## src/hw/rtl/ytt_pkg.sv

```systemverilog
package ytt_pkg;

    localparam int VW = 40;
    localparam int AW = 36;
    localparam int PW = VW + 32;
    localparam int TABLE_LEN = 24;

    localparam logic signed [63:0] PI_Q30      = 64'sd3373259426;
    localparam logic signed [63:0] HALF_PI_Q30 = 64'sd1686629713;
    localparam logic signed [63:0] THRESH_Q30  = 64'sd1073742;
    localparam logic signed [31:0] GAIN_Q30    = 32'sd652032875;

    localparam logic signed [63:0] ATAN_Q30 [0:TABLE_LEN-1] = '{
        64'sd843314857, 64'sd497837829, 64'sd263043837, 64'sd133525159,
        64'sd67021687,  64'sd33543516,  64'sd16775851,  64'sd8388437,
        64'sd4194283,   64'sd2097149,   64'sd1048576,   64'sd524288,
        64'sd262144,    64'sd131072,    64'sd65536,     64'sd32768,
        64'sd16384,     64'sd8192,      64'sd4096,      64'sd2048,
        64'sd1024,      64'sd512,       64'sd256,       64'sd128
    };

    localparam logic CFG_TURN_RATE       = 1'b0;
    localparam logic CFG_TARGET_IS_POINT = 1'b1;

    typedef logic signed [VW-1:0] t_vec;
    typedef logic signed [AW-1:0] t_ang;
    typedef logic signed [PW-1:0] t_prod;

    typedef struct packed {
        logic [31:0] lz;
        logic [31:0] lx;
        logic [31:0] uz;
        logic [31:0] ux;
        logic [31:0] rz;
        logic [31:0] rx;
    } t_basis;

    typedef struct packed {
        t_vec   re_t;
        t_vec   im_t;
        t_vec   re_l;
        t_vec   im_l;
        t_ang   ang_t;
        t_ang   ang_l;
        t_ang   step;
        logic   skip;
        t_basis b;
    } t_vec_lane;

    typedef struct packed {
        t_ang   diff;
        t_ang   step;
        logic   skip;
        t_basis b;
    } t_mid;

    typedef struct packed {
        t_vec   re0;
        t_vec   im0;
        t_vec   re1;
        t_vec   im1;
        t_vec   re2;
        t_vec   im2;
        t_ang   res;
        logic   turn;
        t_basis b;
    } t_rot_lane;

    typedef struct packed {
        t_prod  prx;
        t_prod  prz;
        t_prod  pux;
        t_prod  puz;
        t_prod  plx;
        t_prod  plz;
        logic   turn;
        t_basis b;
    } t_gain;

    typedef struct packed {
        logic [191:0] data;
        logic         turn;
    } t_out;

    function automatic t_ang q30_ang(input int frac, input logic signed [63:0] a);
        logic signed [63:0] r;
        r = (a + (64'sd1 <<< (29 - frac))) >>> (30 - frac);
        return r[AW-1:0];
    endfunction

    function automatic t_vec sext32(input logic [31:0] v);
        return {{(VW-32){v[31]}}, v};
    endfunction

endpackage

```

## src/hw/rtl/ytt_vec_cell.sv

```systemverilog
module ytt_vec_cell import ytt_pkg::*; #(
    parameter int IDX       = 0,
    parameter int FRAC_BITS = 16
) (
    input  logic      i_clk,
    input  logic      i_rst_n,
    input  logic      i_en,
    input  logic      i_valid,
    input  t_vec_lane i_lane,
    output logic      o_valid,
    output t_vec_lane o_lane
);

    localparam t_ang ANG = q30_ang(FRAC_BITS, ATAN_Q30[IDX]);

    logic      r_valid;
    t_vec_lane r_lane;
    t_vec_lane n_lane;

    always_comb begin
        n_lane = i_lane;
        if (!i_lane.im_t[VW-1]) begin
            n_lane.re_t  = i_lane.re_t + (i_lane.im_t >>> IDX);
            n_lane.im_t  = i_lane.im_t - (i_lane.re_t >>> IDX);
            n_lane.ang_t = i_lane.ang_t + ANG;
        end else begin
            n_lane.re_t  = i_lane.re_t - (i_lane.im_t >>> IDX);
            n_lane.im_t  = i_lane.im_t + (i_lane.re_t >>> IDX);
            n_lane.ang_t = i_lane.ang_t - ANG;
        end
        if (!i_lane.im_l[VW-1]) begin
            n_lane.re_l  = i_lane.re_l + (i_lane.im_l >>> IDX);
            n_lane.im_l  = i_lane.im_l - (i_lane.re_l >>> IDX);
            n_lane.ang_l = i_lane.ang_l + ANG;
        end else begin
            n_lane.re_l  = i_lane.re_l - (i_lane.im_l >>> IDX);
            n_lane.im_l  = i_lane.im_l + (i_lane.re_l >>> IDX);
            n_lane.ang_l = i_lane.ang_l - ANG;
        end
    end

    always_ff @(posedge i_clk) begin
        if (!i_rst_n) begin
            r_valid <= 1'b0;
        end else if (i_en) begin
            r_valid <= i_valid;
        end
    end

    always_ff @(posedge i_clk) begin
        if (i_en) begin
            r_lane <= n_lane;
        end
    end

    assign o_valid = r_valid;
    assign o_lane  = r_lane;

endmodule

```

## config.mk

```make
export PLATFORM = sky130hd
export DESIGN_NAME = ytt_vec_cell
export DESIGN_NICKNAME = d
export VERILOG_FILES = /design/src/hw/rtl/ytt_pkg.sv /design/src/hw/rtl/ytt_vec_cell.sv
export SDC_FILE = /design/constraint.sdc
export NUM_CORES = 1
export LEC_CHECK = 0
export BUFFER_PORTS_ARGS = -buffer_cell sky130_fd_sc_hd__buf_2
export CORE_AREA = 3 3 356 358
export CTS_BUF_LIST = sky130_fd_sc_hd__clkbuf_8 sky130_fd_sc_hd__clkbuf_16
export DETAILED_ROUTE_END_ITERATION = 16
export DIE_AREA = 0 0 359 361
export GPL_TIMING_DRIVEN = 0
export PLACE_DENSITY = 0.45
export SETUP_SLACK_MARGIN = 0.15
export SKIP_LAST_GASP = 1
export SYNTH_ARGS = -nofsm -noshare
export SYNTH_HDL_FRONTEND = slang
export SYNTH_SLANG_ARGS = --single-unit
```

## constraint.sdc

```tcl
create_clock -name i_clk -period 5.1 [get_ports i_clk]
set_input_delay 1.02 -clock i_clk [delete_from_list [all_inputs] [get_ports i_clk]]
set_output_delay 1.02 -clock i_clk [all_outputs]
set_load 0.01 [all_outputs]
```

# After elaboration in Yosys (flattened, before gate mapping)
# Cells that the tools add are included.
# totals
register_bits	462
# op_classes
n_addsub	10
n_mux	4
# op_table
cell	count
$mux W80	2
$sub A40 B40 Y40	4
$add A40 B40 Y40	2
$add A36 B17 Y36 const B	2
$mux W36	2
$sub A36 B17 Y36 const B	2

# Longest topological paths before layout
# depth
ltp_word	2
depth_mapped	16

# Worst setup path after synthesis
# No wires, ideal clock.
# synth_path
path_kind	input port to flip-flop
from	in i_lane[420] (netlist name)
to	reg r_lane, in the netlist o_lane[299], data pin
t_arrival_ps	4340
slack_ps	502
cell_stages	16
path_cell_list	clkbuf_1 -> inv_1 -> clkbuf_1 -> clkbuf_1 -> ha_1 -> a21oi_1 -> o21ai_0 -> a211o_1 -> a2111oi_0 -> a21oi_1 -> o221ai_1 -> nand3b_1 -> nand3_1 -> a31o_2 -> a21oi_1 -> xnor2_1
# synth_lines
element	line	text
start, declared	ytt_vec_cell.sv:9	input t_vec_lane i_lane,
end signal, assigned	ytt_vec_cell.sv:52	r_lane <= n_lane;
end, declared	ytt_vec_cell.sv:17	t_vec_lane r_lane;

==> results.md <==
- DR DRC count: 0
- Sw Ratio: 33.9%
- CP Launch Type: primary input
- GRT Util Overall: 21.9%
- Die area: 0.130 sq mm
- Vias in the first global route: 27414
- Fillers: 13130
- Post-synthesis sequential area ratio: 44.9%
- Largest net degree at the start of global routing: 109
- Final clock skew: 0 ns
- Most used DFF post-synth: edfxtp_1
- Hold_buf cts: 0
- Max Slew Vio Count: 0
- Clock power frac: 33.9%
- Hpwl dp: 123000 um
- Synthesized cell area: 0.0307 sq mm
- Clock slew at reported path FFs: 0.06 ns
- Hold Path Class: primary input to flop
- Root buffer cell: clkbuf_16
- WL final: 149000 um
- P_int: 8.60 mW
- Worst Setup End Kind: flop
- Worst-skew pair later-pin latency: 0.64 ns
- Area of the multi-input gates: 0.0155 sq mm
- Final ANT Viol Nets: 0
- Yosys warning total: 0
- Post-Syn Nets: 3812
- Most common cell after layout, fill and taps aside: buf_2
- Core area: 0.124 sq mm
- Final TNS setup: 0 ns
- Port Buffers: 926
- Final hold viol count: 0
- Synth area leaders: edfxtp_1 (45%), ha_1 (13%), a21oi_1 (5.9%)
- Crit Path Max Fanout: 10
- Clock Sinks: 460
- EDFF count, synth: 459
- RD Place Congestion: 0.941
- 1st-pass router iterations: 6
- CTS tree: built
- Initial Util: 24.9%
- P_leak: 17.4 nW
- Max frequency: 201 MHz
- RSZ-0062 raised after global routing: yes
- Netlist cell types: 85
- Leading area contributor after synthesis: edfxtp_1
- PD cells: 327 mW/mm^2
- Final net count: 4804
- Total vias in the final route: 28275
- Layout cells sized above 1: 26.8%
- Synthesized area per cell: 10.2 sq um
- H-tree lvl count: 2
- Row count: 129
- Combinational power share: 28.4%
- CP Data Required Time: 5.58 ns
- Psw: 4.40 mW
- Vias per cell: 4.94
- Initial antenna violation count: 59
- Outcome: complete, no violations
- Iteration-0 DRC Markers: 2356
- Global-route wire length before repair: 206000 um
- Ys async rst share: 0%
- Fin crit period: 4.97 ns
- Setup-failing EPs final: 0
- Grt ovf: 0
- Max-cap viol count: 0
- Die height: 361 um
- DIE WIDTH: 359 um
- Arr. time, crit path: 5.44 ns
- Worst setup margin: 0.133 ns
- Synth Instances: 3019
- Period utilization: 97.4%
- Sequential share of power: 37.7%
- Actual slew at the worst max-slew pin: 1.29 ns
- Commonest cells after routing, fill and taps aside: buf_2 (938), edfxtp_1 (459), a21oi_1 (363)
- Worst slack at placement: -1.91 ns
- Clk buf depth: 3
- Yosys top cell area share: 44.9%
- FF+latch count, synth: 460
- Setup CP Type: primary input to flop
- I/O pins: 927
- Num CTS Buffers: 60
- VDD IR max: 0.275 mV
- Reg area: 0.0138 sq mm
- Drt wl/cell: 26.1 um
- Syn-to-layout area delta: 29.2%
- Slew HR: 14.3%
==> flip-flops by register name, summed over array words and instances (netlist names) <==
register,cells
o_lane,459
o_valid,1
==> layer usage <==
layer  part of all wire, %  track usage, %  vias up
li1                      -               -    13021
met3                   8.5            5.72      254
met4                   5.2            9.58       16
met2                    46            35.9     1324
met1                    40            27.0    13660
met5                 0.077               0        -
==> kinds of logic (layout without fill, tap and decap cells) <==
group	Yosys count	count (layout)	synth area share (%)
xor+xnor	206	206	5.87
flops	460	460	44.9
simple gates	657	657	10.1
mux	51	51	1.67
compound gates	946	946	19.2
fa+ha+maj	328	328	13.6
other cells	0	28	0
buf+inv	371	1412	4.66
==> worst max-delay path: stages <==
cell and delay, ns:
buf_2 0.11, inv_1 0.05, ha_1 0.38, clkbuf_1 0.33, a21oi_1 0.38, o21ai_0 0.18
a211oi_2 0.55, o22ai_1 0.26, o21ai_0 0.21, nand2b_1 0.14, a211oi_1 0.70, o21ai_0 0.31
a311oi_1 0.37, a21oi_1 0.14, xnor2_1 0.32
==> stage by stage <==
| step | util [%] | cells | hold WS, ns | total power, mW | cell area (sq um) |
|---|---|---|---|---|---|
| 4_1_cts | 32.0 | 5696 | 0.429 | 13.2 | 39600 |
| 2_1_floorplan | - | 3019 | 0.538 | 6.86 | 30700 |
| 3_5_place_dp | 30.4 | 5586 | 0.504 | 8.62 | 37500 |
| 6_report | 32.1 | 5725 | 0.504 | 13.0 | 39700 |
| 5_1_grt | 32.1 | 5703 | 0.444 | 13.6 | 39700 |
| 3_3_place_gp | 30.3 | 5582 | 0.494 | 8.70 | 37400 |
==> final timing paths <==
| kind | startpoint | slack [ns] | to | depth (start not counted) |
|---|---|---|---|---|
| worst max-delay path | i_lane[390] | 0.13 | o_lane[411] | 15 |
| worst min-delay path | i_lane[179] | 0.50 | o_lane[179] | 1 |
| worst max register to register | o_valid | 4.52 | o_valid | 2 |
| worst min register to register | o_valid | 0.51 | o_valid | 2 |
==> power by group through the flow <==
stage	Sequential, mW	Clock [mW]	Combinational (mW)
global placement	5.02	0	3.68
detailed placement	4.97	0	3.65
global route	4.94	4.73	3.96
finish	4.90	4.41	3.70
floorplan	5.21	0	1.65
CTS	4.90	4.57	3.68
==> area by class of cell <==
type | instances | share of cell area (%)
clock inverter | 51 | 1.39
multi-input combinational | 2188 | 39.1
antenna | 28 | 0.176
buffer | 104 | 1.11
inverter | 266 | 2.52
sequential | 460 | 34.8
tap | 1637 | 5.16
timing repair buffer | 931 | 12.0
clock buffer | 60 | 3.78
==> synthesized netlist by cell type (all sizes together) (15+ instances only) <==
master and count:
nor2 229, edfxtp 459, nand2 155, nand2b 21
nor2b 30, xor2 33, a21oi 364, a21o 86
nand3 44, inv 255, clkbuf 69, a211oi 25
a31oi 22, buf 36, o31ai 29, a2111oi 15
o21bai 70, nand4 34, o21ai 187, mux2i 50
xnor2 173, o21a 21, o211ai 25, nor3 40
ha 320, nor4 19
==> timing repair <==
item / CTS / global route
endpoints found under the hold margin: 0 / 0
endpoints found under the setup margin: 32 / 12
buffers inserted: 0 / 1
resized for setup: 13 / 7
(Power assumes the default switching activity.)
