`config.mk`:
```
export PLATFORM = sky130hd
export DESIGN_NAME = ytt_rot_cell
export DESIGN_NICKNAME = d
export VERILOG_FILES = /design/src/hw/rtl/ytt_pkg.sv /design/src/hw/rtl/ytt_rot_cell.sv
export SDC_FILE = /design/constraint.sdc
export NUM_CORES = 1
export LEC_CHECK = 0
export ABC_CLOCK_PERIOD_IN_PS = 3900
export BUFFER_PORTS_ARGS = -buffer_cell sky130_fd_sc_hd__buf_2
export CAP_MARGIN = 5
export CORE_AREA = 3 3 368 370
export CTS_BUF_LIST = sky130_fd_sc_hd__clkbuf_8 sky130_fd_sc_hd__clkbuf_16
export DETAILED_ROUTE_END_ITERATION = 8
export DIE_AREA = 0 0 371 373
export GPL_ROUTABILITY_DRIVEN = 0
export GPL_TIMING_DRIVEN = 0
export PLACE_DENSITY = 0.46
export SLEW_MARGIN = 10
export SYNTH_ARGS = -nofsm -noshare
export SYNTH_HDL_FRONTEND = slang
export SYNTH_SLANG_ARGS = --single-unit
```
`constraint.sdc`:
```
create_clock -name i_clk -period 3.9 [get_ports i_clk]
set_input_delay 0.39 -clock i_clk [delete_from_list [all_inputs] [get_ports i_clk]]
set_output_delay 0.39 -clock i_clk [all_outputs]
set_load 0.005 [all_outputs]
```
`src/hw/rtl/ytt_pkg.sv`:
```
package ytt_pkg;

    localparam int VW = 40;
    localparam int AW = 36;
    localparam int PW = VW + 32;
    localparam int TABLE_LEN = 24;

    localparam logic signed [63:0] PI_Q30      = 64'sd3373259426;
    localparam logic signed [63:0] HALF_PI_Q30 = 64'sd1686629713;
    localparam logic signed [63:0] THRESH_Q30  = 64'sd1073742;
    localparam logic signed [31:0] GAIN_Q30    = 32'sd652032875;

    localparam logic signed [63:0] ATAN_Q30 [0:TABLE_LEN-1] = '{
        64'sd843314857, 64'sd497837829, 64'sd263043837, 64'sd133525159,
        64'sd67021687,  64'sd33543516,  64'sd16775851,  64'sd8388437,
        64'sd4194283,   64'sd2097149,   64'sd1048576,   64'sd524288,
        64'sd262144,    64'sd131072,    64'sd65536,     64'sd32768,
        64'sd16384,     64'sd8192,      64'sd4096,      64'sd2048,
        64'sd1024,      64'sd512,       64'sd256,       64'sd128
    };

    localparam logic CFG_TURN_RATE       = 1'b0;
    localparam logic CFG_TARGET_IS_POINT = 1'b1;

    typedef logic signed [VW-1:0] t_vec;
    typedef logic signed [AW-1:0] t_ang;
    typedef logic signed [PW-1:0] t_prod;

    typedef struct packed {
        logic [31:0] lz;
        logic [31:0] lx;
        logic [31:0] uz;
        logic [31:0] ux;
        logic [31:0] rz;
        logic [31:0] rx;
    } t_basis;

    typedef struct packed {
        t_vec   re_t;
        t_vec   im_t;
        t_vec   re_l;
        t_vec   im_l;
        t_ang   ang_t;
        t_ang   ang_l;
        t_ang   step;
        logic   skip;
        t_basis b;
    } t_vec_lane;

    typedef struct packed {
        t_ang   diff;
        t_ang   step;
        logic   skip;
        t_basis b;
    } t_mid;

    typedef struct packed {
        t_vec   re0;
        t_vec   im0;
        t_vec   re1;
        t_vec   im1;
        t_vec   re2;
        t_vec   im2;
        t_ang   res;
        logic   turn;
        t_basis b;
    } t_rot_lane;

    typedef struct packed {
        t_prod  prx;
        t_prod  prz;
        t_prod  pux;
        t_prod  puz;
        t_prod  plx;
        t_prod  plz;
        logic   turn;
        t_basis b;
    } t_gain;

    typedef struct packed {
        logic [191:0] data;
        logic         turn;
    } t_out;

    function automatic t_ang q30_ang(input int frac, input logic signed [63:0] a);
        logic signed [63:0] r;
        r = (a + (64'sd1 <<< (29 - frac))) >>> (30 - frac);
        return r[AW-1:0];
    endfunction

    function automatic t_vec sext32(input logic [31:0] v);
        return {{(VW-32){v[31]}}, v};
    endfunction

endpackage

```
`src/hw/rtl/ytt_rot_cell.sv`:
```
module ytt_rot_cell import ytt_pkg::*; #(
    parameter int IDX       = 0,
    parameter int FRAC_BITS = 16
) (
    input  logic      i_clk,
    input  logic      i_rst_n,
    input  logic      i_en,
    input  logic      i_valid,
    input  t_rot_lane i_lane,
    output logic      o_valid,
    output t_rot_lane o_lane
);

    localparam t_ang ANG = q30_ang(FRAC_BITS, ATAN_Q30[IDX]);

    logic      r_valid;
    t_rot_lane r_lane;
    t_rot_lane n_lane;

    always_comb begin
        n_lane = i_lane;
        if (!i_lane.res[AW-1]) begin
            n_lane.re0 = i_lane.re0 - (i_lane.im0 >>> IDX);
            n_lane.im0 = i_lane.im0 + (i_lane.re0 >>> IDX);
            n_lane.re1 = i_lane.re1 - (i_lane.im1 >>> IDX);
            n_lane.im1 = i_lane.im1 + (i_lane.re1 >>> IDX);
            n_lane.re2 = i_lane.re2 - (i_lane.im2 >>> IDX);
            n_lane.im2 = i_lane.im2 + (i_lane.re2 >>> IDX);
            n_lane.res = i_lane.res - ANG;
        end else begin
            n_lane.re0 = i_lane.re0 + (i_lane.im0 >>> IDX);
            n_lane.im0 = i_lane.im0 - (i_lane.re0 >>> IDX);
            n_lane.re1 = i_lane.re1 + (i_lane.im1 >>> IDX);
            n_lane.im1 = i_lane.im1 - (i_lane.re1 >>> IDX);
            n_lane.re2 = i_lane.re2 + (i_lane.im2 >>> IDX);
            n_lane.im2 = i_lane.im2 - (i_lane.re2 >>> IDX);
            n_lane.res = i_lane.res + ANG;
        end
    end

    always_ff @(posedge i_clk) begin
        if (!i_rst_n) begin
            r_valid <= 1'b0;
        end else if (i_en) begin
            r_valid <= i_valid;
        end
    end

    always_ff @(posedge i_clk) begin
        if (i_en) begin
            r_lane <= n_lane;
        end
    end

    assign o_valid = r_valid;
    assign o_lane  = r_lane;

endmodule

```
* Word-level counts from Yosys, hierarchy flattened
Cells that the tools add are included.
** Cells by class
- Muxes and demuxes :: 1
- Add/sub/neg operators :: 11
** Operators by type and width (count)
- $mux 276 :: 1
- $sub 40x40->40 :: 6
- $add 40x40->40 :: 3
- $add 36x17->36 const B :: 1
- $sub 36x17->36 const B :: 1
** Word-level totals
- Bits in registers :: 470
- Bits of input ports :: 473
- Output and inout bits :: 470
- Logic and storage cells :: 27

* Longest topological paths before layout
- Depth after elaboration :: 2
- Mapped depth :: 15
- Depth with buffers taken out :: 13

* Worst setup path before layout
No wires, ideal clock.
- Path kind :: input port to flip-flop
- From :: in i_lane[228] (netlist name)
- To :: reg r_lane, in the netlist o_lane[224] (data pin)
- Path slack :: -0.112 ns
- Buffers on the path :: 2
- Data arrival time :: 3.752 ns
- Library setup time :: 0.260 ns
- Data required time :: 3.640 ns
- Stages :: 14
- Cell sequence :: clkinv_1 clkbuf_1 buf_1 ha_1 a21oi_1 nor2b_1 a311oi_1 o21a_1 a21oi_1 a21o_1 a31o_2 a21o_1 a21oi_1 xnor2_1
** RTL lines
- start: declaration :: line ytt_rot_cell.sv:9 : input t_rot_lane i_lane,
- end signal: assignment :: line ytt_rot_cell.sv:51 : r_lane <= n_lane;
- end: declaration :: line ytt_rot_cell.sv:17 : t_rot_lane r_lane;

==> metrics.md <==
| Metric | Value |
|---|---|
| Post-Syn Nets | 4863 |
| Final WL | 193 mm |
| DR iter-0 viols | between 3000 and 4000 |
| Layout area overhead | 29.7% |
| Setup CP Type | in2reg |
| Peak supply drop | 0.354 mV |
| Final #Nets | around 6000 |
| Pwr Total | 18.1 mW |
| Post-detail-place hpwl | between 150 and 200 mm |
| Beginning of the critical path | i_lane[228] |
| Post-synth EDFFs | 466 |
| Max-slew violation count | 0 |
| Worst Tran Pin Value | 1410 ps |
| Synth area leader | edfxtp_1 |
| CTS sink cnt | 467 |
| Layout cells sized above 1 | 23.2% |
| HP Start | i_lane[72] |
| Core Area | 133000 sq um |
| Setup violators final | 0 |
| GRT Residual Overflow | 0 |
| DIE AREA | 138000 sq um |
| Final worst setup slack | 162 ps |
| Syn Std Cell Area | 37000 sq um |
| Die H | 373 um |
| Antenna violations before repair | 81 |
| CTS Buf Count | 59 |
| First drt pass iteration count | 6 |
| Cell with the most instances after synthesis | a21oi_1 |
| Hold Vio Cnt, Final | 0 |
| First-pass GRT wire length | 266 mm |
| Cells after Synth | 3999 |
| Required @ worst endpoint | 4340 ps |
| Critical Path Sink Type | register |
| Post-route ant nets | 0 |
| Dominant synthesized flop cell | edfxtp_1 |
| Max Buffers Root-to-Sink | 3 |
| Largest net degree at the start of global routing | 109 |
| CTS tree | built |
| CTS H-tree depth | 2 |
| Root buf cell | clkbuf_16 |
| Netlist cell types | 104 |
| Lkg Pwr | 21.0 nW |
| Clock Skew | 0 ps |
| Wire per inst | about 27 um |
| Critical path peak fanout | 36 |
| Fmax | between 200 and 300 MHz |
| Detail-routed via count per cell | ~5.3 |
| Row count | around 130 |
| Die width | 371 um |
| Initial core utilization | 27.8% |
| PD cells | 377 nW/um^2 |
| Fillers | 13900 |
| Largest cells by area after synthesis | edfxtp_1, ha_1, a21oi_1 |
| Hold WC Path Type | in2reg |
| Mean Syn Cell Area | 9.26 sq um |
| Outcome | complete, no violations |
| Asr flop ratio synth | 0% |
| Later-pin clock latency in the skew report | around 680 ps |
| Via count | 37100 |
| Max-cap violations | 0 |
| I/O Pins | 943 |
| Clock transition at the registers of the reported paths | 60 ps |
| Worst setup SP type | input port |
| Buffers on Ports | 942 |
| Tmin final | around 3700 ps |
| DRC Markers | 0 |
| Gr usage total | 26.6% |
| Vias in the first global route | 35700 |
| Most frequent cells after synthesis | a21oi_1, edfxtp_1, ha_1, inv_1, nor2_1 |
| RSZ-0062 raised after global routing | no |
| Post-place setup slack | -1510 ps |
| Synth warn | 0 |
| #FFs+latches synth | 467 |
| Worst slew margin | 6.33% |
| Tcrit/Tclk final | 95.8% |
| Post-synthesis sequential area ratio | 37.9% |
| WP data arrival | 4180 ps |
| Crit Reg-Reg Startpoint | o_valid |
| Synth top area share | 37.8% |
==> sequential cells by signal (all words and copies together) (netlist names) <==
register / cells
o_lane: 466
o_valid: 1
==> per-stage QoR <==
stage / instances / hold slack [ps] / TNS [ps] / area, sq um / util [%]
detailed placement: 6713 / 526 / -31160 / 44100 / 33.2
finish: 7048 / 25.1 / 0 / 48000 / 36.1
CTS: 7010 / 3.40 / 0 / 47900 / 36.0
floorplan: 3999 / 489 / 0 / 37000 / -
global placement: 6709 / 503 / -2520390 / 44000 / 33.1
global route: 7030 / 8.49 / 0 / 48000 / 36.1
==> final cells by class <==
type	instances	area, sq um	share of cell area (%)
Antenna cell	35	87.6	0.182
Buffer	174	847	1.76
Clock buffer	59	1480	3.08
Clock inverter	48	377	0.785
Inverter	376	1420	2.95
Multi-Input combinational cell	2982	20800	43.3
Sequential cell	467	14000	29.2
Tap cell	1768	2210	4.61
Timing Repair Buffer	1139	6770	14.1
==> per-layer routing <==
layer	wire length [um]	global-route usage [%]	vias to the layer above	part of all wire, %
met4	10800	13.4	44	5.6
met3	17900	7.72	421	9.3
met1	75100	31.8	17800	39
met5	310	0	-	0.16
li1	-	-	16900	-
met2	89200	43.2	1888	46
==> worst paths after layout <==
| kind | to | slack [ps] | cells after the start |
|---|---|---|---|
| setup reg to reg | o_valid | 2750 | 3 |
| setup / recovery | o_lane[227] | 160 | 15 |
| hold reg to reg | o_valid | 1080 | 3 |
| hold / removal | o_lane[72] | 30 | 1 |
==> power breakdown <==
group / leakage (nW) / total [mW] / internal [mW] / switching (mW)
Combinational: 15.4 / 6.10 / 2.22 / 3.88
Sequential: 4.57 / 6.66 / 6.40 / 0.263
Clock: 0.951 / 5.33 / 2.91 / 2.42
==> cells by family (layout without fill, tap and decap cells) <==
family / count (synthesis) / in the layout / synth area share [%]
buf+inv: 550 / 1796 / 6.01
fa+ha+maj: 391 / 391 / 13.4
other cells: 0 / 35 / 0
simple gates: 933 / 933 / 12.0
flops: 467 / 467 / 37.9
compound gates: 1348 / 1348 / 23.2
mux: 54 / 54 / 1.46
xor+xnor: 256 / 256 / 6.06
==> timing repair <==
item	CTS	global route
endpoints found under the setup margin	19	6
pin swaps	0	1
setup buffers	0	1
hold buffers	190	2
hold endpoints to repair	189	2
gates resized for setup	4	6
==> placed cells by master, fill, tap and decap left out, drive strengths merged, types with 17 or more instances in the layout <==
cell,instances
dlygate4sd3,192
or3,17
inv,388
o21bai,102
ha,381
o211ai,26
nand3,53
nor3,83
a21oi,522
o21a,29
o21ai,280
and2,17
a21o,98
clkbuf,150
mux2i,53
a211oi,44
nand2b,35
o31ai,38
nand4,64
edfxtp,466
a31oi,29
buf,1030
nand2,212
xor2,36
nor4,25
nor2,314
a21boi,17
nor2b,53
clkinv,30
diode,35
xnor2,220
and3,17
==> critical path, stage by stage <==
cell and delay [ps]:
clkbuf_4 260, clkinvlp_4 200, clkbuf_4 330, buf_6 280
fa_1 470, a21oi_1 200, nand3b_1 150, a31oi_1 150
nand2_1 140, a41oi_1 200, o41ai_2 470, o21ai_1 180
a221oi_2 380, o21ai_1 110, xor2_1 150
Power figures use the tool's default switching activity.
